$ cat src/design/lesc_pkg.sv
// ----------------------------------------------------------------------------
// lesc_pkg
// types, register indexes and escape table for the line escape controller
// ----------------------------------------------------------------------------
`default_nettype none

package lesc_pkg;

  localparam int SAMPLE_W  = 10;
  localparam int TIMER_W   = 16;
  localparam int ELAPSED_W = 8;
  localparam int ANGLE_W   = 9;
  localparam int RANGE_W   = 6;
  localparam int SIDE_W    = 4;
  localparam int CFG_W     = 16;
  localparam int CFG_IDX_W = 1;

  localparam logic [CFG_IDX_W-1:0] REG_LINE_THRESHOLD = 1'd0;
  localparam logic [CFG_IDX_W-1:0] REG_EXIT_TIME_MS   = 1'd1;

  localparam logic [SAMPLE_W-1:0] THRESHOLD_RESET = 10'd512;
  localparam logic [TIMER_W-1:0]  EXIT_TIME_RESET = 16'd100;
  localparam logic [TIMER_W-1:0]  TIMER_MAX       = 16'hFFFF;

  localparam logic [SIDE_W-1:0] SIDE_Y_LOW  = 4'h1;
  localparam logic [SIDE_W-1:0] SIDE_X_LOW  = 4'h2;
  localparam logic [SIDE_W-1:0] SIDE_Y_HIGH = 4'h4;
  localparam logic [SIDE_W-1:0] SIDE_X_HIGH = 4'h8;
  localparam logic [SIDE_W-1:0] PAT_ALL     = 4'd15;
  localparam logic [SIDE_W-1:0] PAT_Y_PAIR  = 4'd5;
  localparam logic [SIDE_W-1:0] PAT_X_PAIR  = 4'd10;

  localparam logic [TIMER_W-1:0] FAST_LIMIT_MS = 16'd45;
  localparam logic [TIMER_W-1:0] SLOW_MARK_MS  = 16'd99;
  localparam logic [ANGLE_W-1:0] SPEED_FAST    = 9'd330;
  localparam logic [ANGLE_W-1:0] SPEED_SLOW    = 9'd230;

  typedef struct packed {
    logic [SAMPLE_W-1:0]  inner_sample_0;
    logic [SAMPLE_W-1:0]  inner_sample_1;
    logic [SAMPLE_W-1:0]  inner_sample_2;
    logic [SAMPLE_W-1:0]  inner_sample_3;
    logic [SAMPLE_W-1:0]  outer_sample_0;
    logic [SAMPLE_W-1:0]  outer_sample_1;
    logic [SAMPLE_W-1:0]  outer_sample_2;
    logic [SAMPLE_W-1:0]  outer_sample_3;
    logic [ELAPSED_W-1:0] elapsed_ms;
  } sample_t;

  typedef struct packed {
    logic               recovering;
    logic [ANGLE_W-1:0] escape_direction;
    logic [ANGLE_W-1:0] escape_speed;
    logic [ANGLE_W-1:0] mask_center;
    logic [RANGE_W-1:0] mask_range;
    logic [SIDE_W-1:0]  side_pattern;
    logic               slow_flag;
  } result_t;

  typedef struct packed {
    logic               valid;
    logic [ANGLE_W-1:0] dir;
    logic [ANGLE_W-1:0] ctr;
    logic [RANGE_W-1:0] rng;
  } esc_entry_t;

  function automatic esc_entry_t esc_lookup(input logic [SIDE_W-1:0] pat);
    esc_entry_t e;
    e = '0;
    unique case (pat)
      4'd1:    e = '{1'b1, 9'd180, 9'd0,   6'd30};
      4'd2:    e = '{1'b1, 9'd270, 9'd90,  6'd60};
      4'd3:    e = '{1'b1, 9'd225, 9'd45,  6'd20};
      4'd4:    e = '{1'b1, 9'd0,   9'd180, 6'd30};
      4'd6:    e = '{1'b1, 9'd315, 9'd135, 6'd20};
      4'd7:    e = '{1'b1, 9'd270, 9'd90,  6'd60};
      4'd8:    e = '{1'b1, 9'd90,  9'd270, 6'd60};
      4'd9:    e = '{1'b1, 9'd135, 9'd315, 6'd20};
      4'd11:   e = '{1'b1, 9'd180, 9'd0,   6'd60};
      4'd12:   e = '{1'b1, 9'd45,  9'd225, 6'd20};
      4'd13:   e = '{1'b1, 9'd90,  9'd270, 6'd60};
      4'd14:   e = '{1'b1, 9'd0,   9'd180, 6'd60};
      default: e = '0;
    endcase
    return e;
  endfunction

endpackage

`default_nettype wire

$ cat src/design/lesc_threshold.sv
// ----------------------------------------------------------------------------
// lesc_threshold
// compares the eight line samples against the threshold, one hit bit per side
// ----------------------------------------------------------------------------
`default_nettype none

module lesc_threshold
  import lesc_pkg::*;
(
  input  wire sample_t             sample,
  input  wire logic [SAMPLE_W-1:0] line_threshold,
  output logic      [SIDE_W-1:0]   hits
);

  assign hits[0] = (sample.inner_sample_0 > line_threshold) ||
                   (sample.outer_sample_0 > line_threshold);
  assign hits[1] = (sample.inner_sample_1 > line_threshold) ||
                   (sample.outer_sample_1 > line_threshold);
  assign hits[2] = (sample.inner_sample_2 > line_threshold) ||
                   (sample.outer_sample_2 > line_threshold);
  assign hits[3] = (sample.inner_sample_3 > line_threshold) ||
                   (sample.outer_sample_3 > line_threshold);

endmodule

`default_nettype wire

$ cat src/design/lesc_core.sv
// ----------------------------------------------------------------------------
// lesc_core
// exit timer, side latches and escape table; one transaction per step
// ----------------------------------------------------------------------------
`default_nettype none

module lesc_core
  import lesc_pkg::*;
(
  input  wire logic                clk,
  input  wire logic                rst,
  input  wire logic                step,
  input  wire sample_t             sample,
  input  wire logic [SAMPLE_W-1:0] line_threshold,
  input  wire logic [TIMER_W-1:0]  exit_time_ms,
  output result_t                  result
);

  logic [TIMER_W-1:0] exit_timer, exit_timer_next;
  logic [SIDE_W-1:0]  touched_sides, touched_sides_next;
  logic [SIDE_W-1:0]  first_x_side, first_x_side_next;
  logic [SIDE_W-1:0]  first_y_side, first_y_side_next;
  logic               seek_x, seek_x_next;
  logic               seek_y, seek_y_next;
  logic [ANGLE_W-1:0] held_direction, held_direction_next;
  logic [ANGLE_W-1:0] held_mask_center, held_mask_center_next;
  logic [RANGE_W-1:0] held_mask_range, held_mask_range_next;

  logic [SIDE_W-1:0]  hits;
  logic [TIMER_W:0]   timer_sum;
  logic [TIMER_W-1:0] timer_sat;
  logic               rearm;
  logic               seek_x_on;
  logic               seek_y_on;
  logic [SIDE_W-1:0]  touched;
  logic [SIDE_W-1:0]  pattern;
  logic               recov;
  esc_entry_t         entry;

  lesc_threshold u_threshold (
    .sample         (sample),
    .line_threshold (line_threshold),
    .hits           (hits)
  );

  always_comb begin
    timer_sum = {1'b0, exit_timer} + {{(TIMER_W + 1 - ELAPSED_W){1'b0}}, sample.elapsed_ms};
    timer_sat = timer_sum[TIMER_W] ? TIMER_MAX : timer_sum[TIMER_W-1:0];
    rearm     = (hits != '0) && (timer_sat > exit_time_ms);
    exit_timer_next = (hits != '0) ? '0 : timer_sat;
    touched   = touched_sides | hits;

    seek_x_on = seek_x || rearm;
    seek_y_on = seek_y || rearm;

    first_x_side_next = first_x_side;
    if (seek_x_on) begin
      if (touched[1]) begin
        first_x_side_next = SIDE_X_LOW;
      end else if (touched[3]) begin
        first_x_side_next = SIDE_X_HIGH;
      end
    end
    first_y_side_next = first_y_side;
    if (seek_y_on) begin
      if (touched[0]) begin
        first_y_side_next = SIDE_Y_LOW;
      end else if (touched[2]) begin
        first_y_side_next = SIDE_Y_HIGH;
      end
    end
    seek_x_next = seek_x_on && (first_x_side_next == '0);
    seek_y_next = seek_y_on && (first_y_side_next == '0);

    recov   = (exit_timer_next <= exit_time_ms);
    pattern = (touched == PAT_ALL) ? (first_y_side_next | first_x_side_next) : touched;
    entry   = esc_lookup(pattern);

    held_direction_next   = held_direction;
    held_mask_center_next = held_mask_center;
    held_mask_range_next  = held_mask_range;
    if (recov) begin
      if (entry.valid) begin
        held_direction_next   = entry.dir;
        held_mask_center_next = entry.ctr;
        held_mask_range_next  = entry.rng;
      end else if (pattern == PAT_Y_PAIR) begin
        if (first_x_side_next == SIDE_X_LOW) begin
          held_direction_next   = 9'd270;
          held_mask_center_next = 9'd90;
          held_mask_range_next  = 6'd30;
        end else if (first_x_side_next == SIDE_X_HIGH) begin
          held_direction_next   = 9'd90;
          held_mask_center_next = 9'd270;
          held_mask_range_next  = 6'd30;
        end
      end else if (pattern == PAT_X_PAIR) begin
        if (first_y_side_next == SIDE_Y_HIGH) begin
          held_direction_next   = 9'd0;
          held_mask_center_next = 9'd180;
          held_mask_range_next  = 6'd30;
        end else if (first_y_side_next == SIDE_Y_LOW) begin
          held_direction_next   = 9'd180;
          held_mask_center_next = 9'd0;
          held_mask_range_next  = 6'd30;
        end
      end
      touched_sides_next = pattern;
    end else begin
      touched_sides_next = '0;
      first_x_side_next  = '0;
      first_y_side_next  = '0;
    end

    result = '0;
    result.slow_flag = (exit_timer_next == SLOW_MARK_MS);
    if (recov) begin
      result.recovering       = 1'b1;
      result.escape_direction = held_direction_next;
      result.escape_speed     = (exit_timer_next < FAST_LIMIT_MS) ? SPEED_FAST : SPEED_SLOW;
      result.mask_center      = held_mask_center_next;
      result.mask_range       = held_mask_range_next;
      result.side_pattern     = pattern;
    end
  end

  always_ff @(posedge clk) begin
    if (rst) begin
      exit_timer       <= TIMER_MAX;
      touched_sides    <= '0;
      first_x_side     <= '0;
      first_y_side     <= '0;
      seek_x           <= 1'b0;
      seek_y           <= 1'b0;
      held_direction   <= '0;
      held_mask_center <= '0;
      held_mask_range  <= '0;
    end else if (step) begin
      exit_timer       <= exit_timer_next;
      touched_sides    <= touched_sides_next;
      first_x_side     <= first_x_side_next;
      first_y_side     <= first_y_side_next;
      seek_x           <= seek_x_next;
      seek_y           <= seek_y_next;
      held_direction   <= held_direction_next;
      held_mask_center <= held_mask_center_next;
      held_mask_range  <= held_mask_range_next;
    end
  end

  a_hit_clears_timer: assert property (@(posedge clk) disable iff (rst)
    step && (hits != '0) |=> (exit_timer == '0))
    else $error("exit timer not cleared after a line hit");

  a_idle_clears_sides: assert property (@(posedge clk) disable iff (rst)
    step && !recov |=> (touched_sides == '0) && (first_x_side == '0) && (first_y_side == '0))
    else $error("side latches not cleared after recovery ended");

  a_first_x_legal: assert property (@(posedge clk) disable iff (rst)
    (first_x_side == '0) || (first_x_side == SIDE_X_LOW) || (first_x_side == SIDE_X_HIGH))
    else $error("first x side holds an illegal value");

  a_no_full_pattern: assert property (@(posedge clk) disable iff (rst)
    step && recov |-> (result.side_pattern != PAT_ALL))
    else $error("full side pattern reached the result");

endmodule

`default_nettype wire

$ cat src/design/line_escape_direction_controller.sv
// ----------------------------------------------------------------------------
// line_escape_direction_controller
// a sample is taken into the input hold register, then stepped through the core into the result register
// throughput: one transaction per cycle while the receiver does not stall the result
// the input hold register lets one new sample enter while a result waits
// reset: synchronous rst clears the pipeline valids and escape state
// threshold and exit time registers return to 512 and 100
// ----------------------------------------------------------------------------
`default_nettype none

module line_escape_direction_controller
  import lesc_pkg::*;
(
  input  wire logic                 clk,
  input  wire logic                 rst,
  input  wire logic                 sample_valid,
  output logic                      sample_stall,
  input  wire sample_t              sample,
  output logic                      result_valid,
  input  wire logic                 result_stall,
  output result_t                   result,
  input  wire logic                 cfg_we,
  input  wire logic [CFG_IDX_W-1:0] cfg_index,
  input  wire logic [CFG_W-1:0]     cfg_data
);

  logic [SAMPLE_W-1:0] line_threshold;
  logic [TIMER_W-1:0]  exit_time_ms;
  logic                held_valid;
  sample_t             held_sample;
  logic                advance;
  result_t             core_result;

  assign advance      = held_valid && (!result_valid || !result_stall);
  assign sample_stall = held_valid && !advance;

  always_ff @(posedge clk) begin
    if (rst) begin
      line_threshold <= THRESHOLD_RESET;
      exit_time_ms   <= EXIT_TIME_RESET;
    end else if (cfg_we) begin
      unique case (cfg_index)
        REG_LINE_THRESHOLD: line_threshold <= cfg_data[SAMPLE_W-1:0];
        REG_EXIT_TIME_MS:   exit_time_ms   <= cfg_data[TIMER_W-1:0];
        default:            ;
      endcase
    end
  end

  always_ff @(posedge clk) begin
    if (rst) begin
      held_valid <= 1'b0;
    end else if (sample_valid && !sample_stall) begin
      held_valid <= 1'b1;
    end else if (advance) begin
      held_valid <= 1'b0;
    end
  end

  always_ff @(posedge clk) begin
    if (sample_valid && !sample_stall) begin
      held_sample <= sample;
    end
  end

  lesc_core u_core (
    .clk            (clk),
    .rst            (rst),
    .step           (advance),
    .sample         (held_sample),
    .line_threshold (line_threshold),
    .exit_time_ms   (exit_time_ms),
    .result         (core_result)
  );

  always_ff @(posedge clk) begin
    if (rst) begin
      result_valid <= 1'b0;
    end else if (advance) begin
      result_valid <= 1'b1;
    end else if (!result_stall) begin
      result_valid <= 1'b0;
    end
  end

  always_ff @(posedge clk) begin
    if (advance) begin
      result <= core_result;
    end
  end

endmodule

`default_nettype wire

$ cat config.mk
export PLATFORM = sky130hd
export DESIGN_NAME = line_escape_direction_controller
export DESIGN_NICKNAME = d
export VERILOG_FILES = /design/src/design/lesc_pkg.sv /design/src/design/lesc_threshold.sv /design/src/design/lesc_core.sv /design/src/design/line_escape_direction_controller.sv
export SDC_FILE = /design/constraint.sdc
export NUM_CORES = 1
export LEC_CHECK = 0
export BUFFER_PORTS_ARGS = -buffer_cell sky130_fd_sc_hd__clkbuf_2
export CAP_MARGIN = 20
export CORE_ASPECT_RATIO = 1.25
export CORE_MARGIN = 2
export CORE_UTILIZATION = 45
export CTS_CLUSTER_SIZE = 40
export DETAILED_ROUTE_END_ITERATION = 8
export GPL_ROUTABILITY_DRIVEN = 0
export MAX_ROUTING_LAYER = met4
export PLACE_DENSITY_LB_ADDON = 0.25
export SLEW_MARGIN = 40
export SYNTH_ARGS = -nofsm -noshare
export SYNTH_HDL_FRONTEND = slang
export SYNTH_SLANG_ARGS = --single-unit
$ cat constraint.sdc
create_clock -name clk -period 6.4 [get_ports clk]
set_input_delay 0.96 -clock clk [delete_from_list [all_inputs] [get_ports clk]]
set_output_delay 0.96 -clock clk [all_outputs]
set_load 0.01 [all_outputs]
==> flow_summary.toml <==
[clock_tree]
cts_tree = "done"
cts_max_path_buffers = 3
clock_sinks = 203
number_of_clock_buffers_inserted_by_tritoncts = 22
clock-root-buffer = "sky130_fd_sc_hd__clkbuf_16"
clkSlewWorstSetupHoldPaths_ps = 60
clock_latency_ps = 520
clock_tree.htree_level_count = 1

[routing]
routed_wl_mm = 28.4
drt.antenna.violating_nets = 0
route.vias.total = 9414
drt-pass1-iter-count = 5
drc = 0
wl_per_cell_um = 16.8
drt-vias-per-instance = 5.57
first_iter_violations = 671

[timing]
drv_slew = 0
setup_viol = 0
grt_setup_unrepaired = "no"
achievable-frequency_ghz = 0.169
timing.clock.skew_ps = 14.0
max-slew-margin-rel = 0.503
number_of_hold_violations_in_the_final_report = 0
final.min_clock_period_ps = 5930
fraction_of_the_cycle_the_final_worst_path_needs = 0.926
fin_tns_setup_ps = 0
tightestPinTransition_ps = 727

[logic_synthesis]
post_synth_main_area_contributors = "sky130_fd_sc_hd__edfxtp_1 (32%), sky130_fd_sc_hd__dfxtp_1 (14%), sky130_fd_sc_hd__ha_1 (14%)"
synth.avg_cell_area_sq_um = 10.0
postSynth.asyncResetShare = 0
instance_count_of_the_mapped_netlist = 1136
synth_area_sq_um = 11400
synth-seq-area-share = 0.462
yosysWarnings = 0
yosysTopAreaCellShare = 0.318
postSynthRegisterBits = 203
synth_flop_cell = "sky130_fd_sc_hd__edfxtp_1"
number_of_flops_mapped_to_enable_cells_by_yosys = 121
netlist-cell-type-count = 83
synth_largest_area_cell = "sky130_fd_sc_hd__edfxtp_1"

[floorplanning]
starting_density_of_the_core = 0.455
design.core.area_sq_um = 25000
floorplan.io_pins = 151
dieArea_sq_um = 26700
floorplan.rows = 65
chipHeight_um = 182
die_width_um = 146

[placed_design]
hpwlAfterDp_mm = 21.0
buffer_ports.inserted = 148

[critical_path]
timing.critical_path.from_type = "flop"
cp.required_ps = 6810
r2r.worst_path.cells = 23
timing.setup.critical_path_class = "flop to flop"
worstSetupStartpoint = "line_threshold[3]"
rrSetupSlack_ps = 470
critPathMaxFanout = 30
r2r_end = "u_core.held_mask_center[1]"
worstPathArrival_ps = 6330
setup.worst_path.end = "u_core.held_mask_center[1]"
cp-end-kind = "flop"
timing.rr.start = "line_threshold[3]"

[global_route]
antenna_found_initial = 0
grt_pass1_wl_mm = 46.0
grt_start_max_net_pins = 89
globalRouteTotalUtil = 0.219
globalRouteOverflowTotal = 0
grt_pass1_vias = 9004

[final_layout]
area_growth_syn_to_layout_pct = 20.4
nets = 1574
diode_insertion_count_for_antenna_repair = 0
drive_gt1_frac = 0.225
final_core_utilization = 0.548

[worst_hold_path]
worstHoldPathType = "flop to flop"

[power]
power.leakage_nw = 5.76
power.density_nw_per_um2 = 326
vdd.ir_drop.worst_uv = 219

[flow_run]
maxCapViolCount = 0

[run_status]
status = "finished clean"
-- layer usage --
metal	track usage	share of wire
met1	0.276	0.45
met2	0.372	0.48
met3	0.0254	0.050
met4	0.0668	0.024
met5	-	0
-- logic make-up after synthesis --
| logic type | share of synthesized area |
|---|---|
| AOI/OAI and AO/OA | 0.203 |
| adders and majority gates | 0.138 |
| and+or+nand+nor | 0.135 |
| muxes | 0.00647 |
| other | 0.000329 |
| buffers and inverters | 0.0464 |
| DFF | 0.462 |
| xor gates and xnor gates | 0.00844 |
-- synth_stat cells (8+ instances only) --
cell and count:
sky130_fd_sc_hd__and2_1 13, sky130_fd_sc_hd__dfxtp_1 82, sky130_fd_sc_hd__nand2b_1 8, sky130_fd_sc_hd__nor2_1 85, sky130_fd_sc_hd__edfxtp_1 121, sky130_fd_sc_hd__a21oi_1 107, sky130_fd_sc_hd__a31oi_1 12, sky130_fd_sc_hd__and3_1 11
sky130_fd_sc_hd__a21o_1 30, sky130_fd_sc_hd__nand2_1 117, sky130_fd_sc_hd__nor3_1 15, sky130_fd_sc_hd__ha_1 124, sky130_fd_sc_hd__o211ai_1 17, sky130_fd_sc_hd__a211oi_1 12, sky130_fd_sc_hd__o21a_1 10, sky130_fd_sc_hd__o21ai_0 44
sky130_fd_sc_hd__clkbuf_1 31, sky130_fd_sc_hd__a221o_1 8, sky130_fd_sc_hd__nand4_1 25, sky130_fd_sc_hd__xnor2_1 9, sky130_fd_sc_hd__inv_1 76, sky130_fd_sc_hd__nand3_1 24
-- cell usage in the layout, fill, tap and decap left out, drive strengths merged, types with 5 or more instances in the layout --
cell type  count
o21ai         46
a2111oi        5
o31ai          8
and2          13
clkinv         8
a32oi          7
a21oi        107
o211a          5
nand3         24
o211ai        17
buf           78
a21o          30
o2111ai        6
a22o           5
ha           124
nand2        117
nor3          17
o21a          10
o21bai         5
or3            6
nor2b          5
and3          11
a221o          8
clkbuf       176
a31oi         12
nand4         25
inv           78
a22oi          5
edfxtp       121
a221oi         6
dfxtp         82
a31o           7
xnor2          9
nor4           5
o311ai         7
nor2          85
a211oi        13
nand2b         9
-- sequential cells by signal (all words and copies together) (netlist names) --
| register | flops |
|---|---|
| exit_time_ms | 16 |
| held_sample | 88 |
| held_valid | 1 |
| line_threshold | 10 |
| result | 33 |
| result_valid | 1 |
| u_core.exit_timer | 16 |
| u_core.first_x_side | 4 |
| u_core.first_y_side | 4 |
| u_core.held_direction | 9 |
| u_core.held_mask_center | 9 |
| u_core.held_mask_range | 6 |
| u_core.seek_x | 1 |
| u_core.seek_y | 1 |
| u_core.touched_sides | 4 |
-- worst min-delay path by stage --
stage	slack [ps]	end	from	cells past startpoint
after global routing	460	u_core.held_direction[1]	u_core.held_direction[1]	2
after CTS	450	u_core.held_direction[1]	u_core.held_direction[1]	2
after detailed placement	440	u_core.held_direction[1]	u_core.held_direction[1]	2
final	450	u_core.held_direction[1]	u_core.held_direction[1]	2
after global placement	430	u_core.held_direction[1]	u_core.held_direction[1]	2
after floorplan	420	u_core.held_direction[1]	u_core.held_direction[1]	2
-- metrics by stage --
stage          area [sq um]  hold slack (ps)  total power [W]  setup WS, ps  instances
2_1_floorplan         11400              420          0.00263           359       1137
3_3_place_gp          13000              432          0.00320           358       1648
3_5_place_dp          13000              438          0.00322           424       1648
4_1_cts               13700              448          0.00446           401       1688
6_report              13700              451          0.00448           474       1690
5_1_grt               13700              461          0.00473          26.6       1690
-- area by class of cell --
class                      instances  area [sq um]
tap                              335           419
clock buffer                      28           614
timing repair buffer             226          1380
clock inverter                    12          93.8
multi-input combinational        808          5670
sequential                       203          5280
inverter                          78           293
fill                            2261         11300
-- critical path, cell delays in order, from the launching register on --
cell                        delay (ps)
sky130_fd_sc_hd__dfxtp_1           310
sky130_fd_sc_hd__inv_1             330
sky130_fd_sc_hd__ha_1              330
sky130_fd_sc_hd__a21o_1            160
sky130_fd_sc_hd__a21o_1            160
sky130_fd_sc_hd__a2111oi_1         590
sky130_fd_sc_hd__o22ai_1           270
sky130_fd_sc_hd__or4_1             670
sky130_fd_sc_hd__buf_4             270
sky130_fd_sc_hd__nor2_1            230
sky130_fd_sc_hd__ha_1              200
sky130_fd_sc_hd__a21o_1            110
sky130_fd_sc_hd__a21o_1            110
sky130_fd_sc_hd__a21o_1            110
sky130_fd_sc_hd__a21o_1            100
sky130_fd_sc_hd__a21oi_1            50
sky130_fd_sc_hd__o21ai_0           300
sky130_fd_sc_hd__nor2_1            130
sky130_fd_sc_hd__a211oi_4          320
sky130_fd_sc_hd__buf_4             400
sky130_fd_sc_hd__nor2_1            100
sky130_fd_sc_hd__buf_4             250
sky130_fd_sc_hd__o21a_1            200
sky130_fd_sc_hd__o31a_1             90
-- where the power goes --
group | switching [W] | internal, W | total (W)
sequential | 0.0000588 | 0.00156 | 0.00162
clock | 0.000519 | 0.000721 | 0.00124
combinational | 0.000925 | 0.000694 | 0.00162
total | 0.00150 | 0.00297 | 0.00448
-- repair_timing --
item | 4_1_cts | 5_1_grt
setup buffers | 0 | 1
hold buffers | 0 | 0
gates resized for setup | 0 | 9
endpoints found under the setup margin | 0 | 47
(Power assumes the default switching activity.)
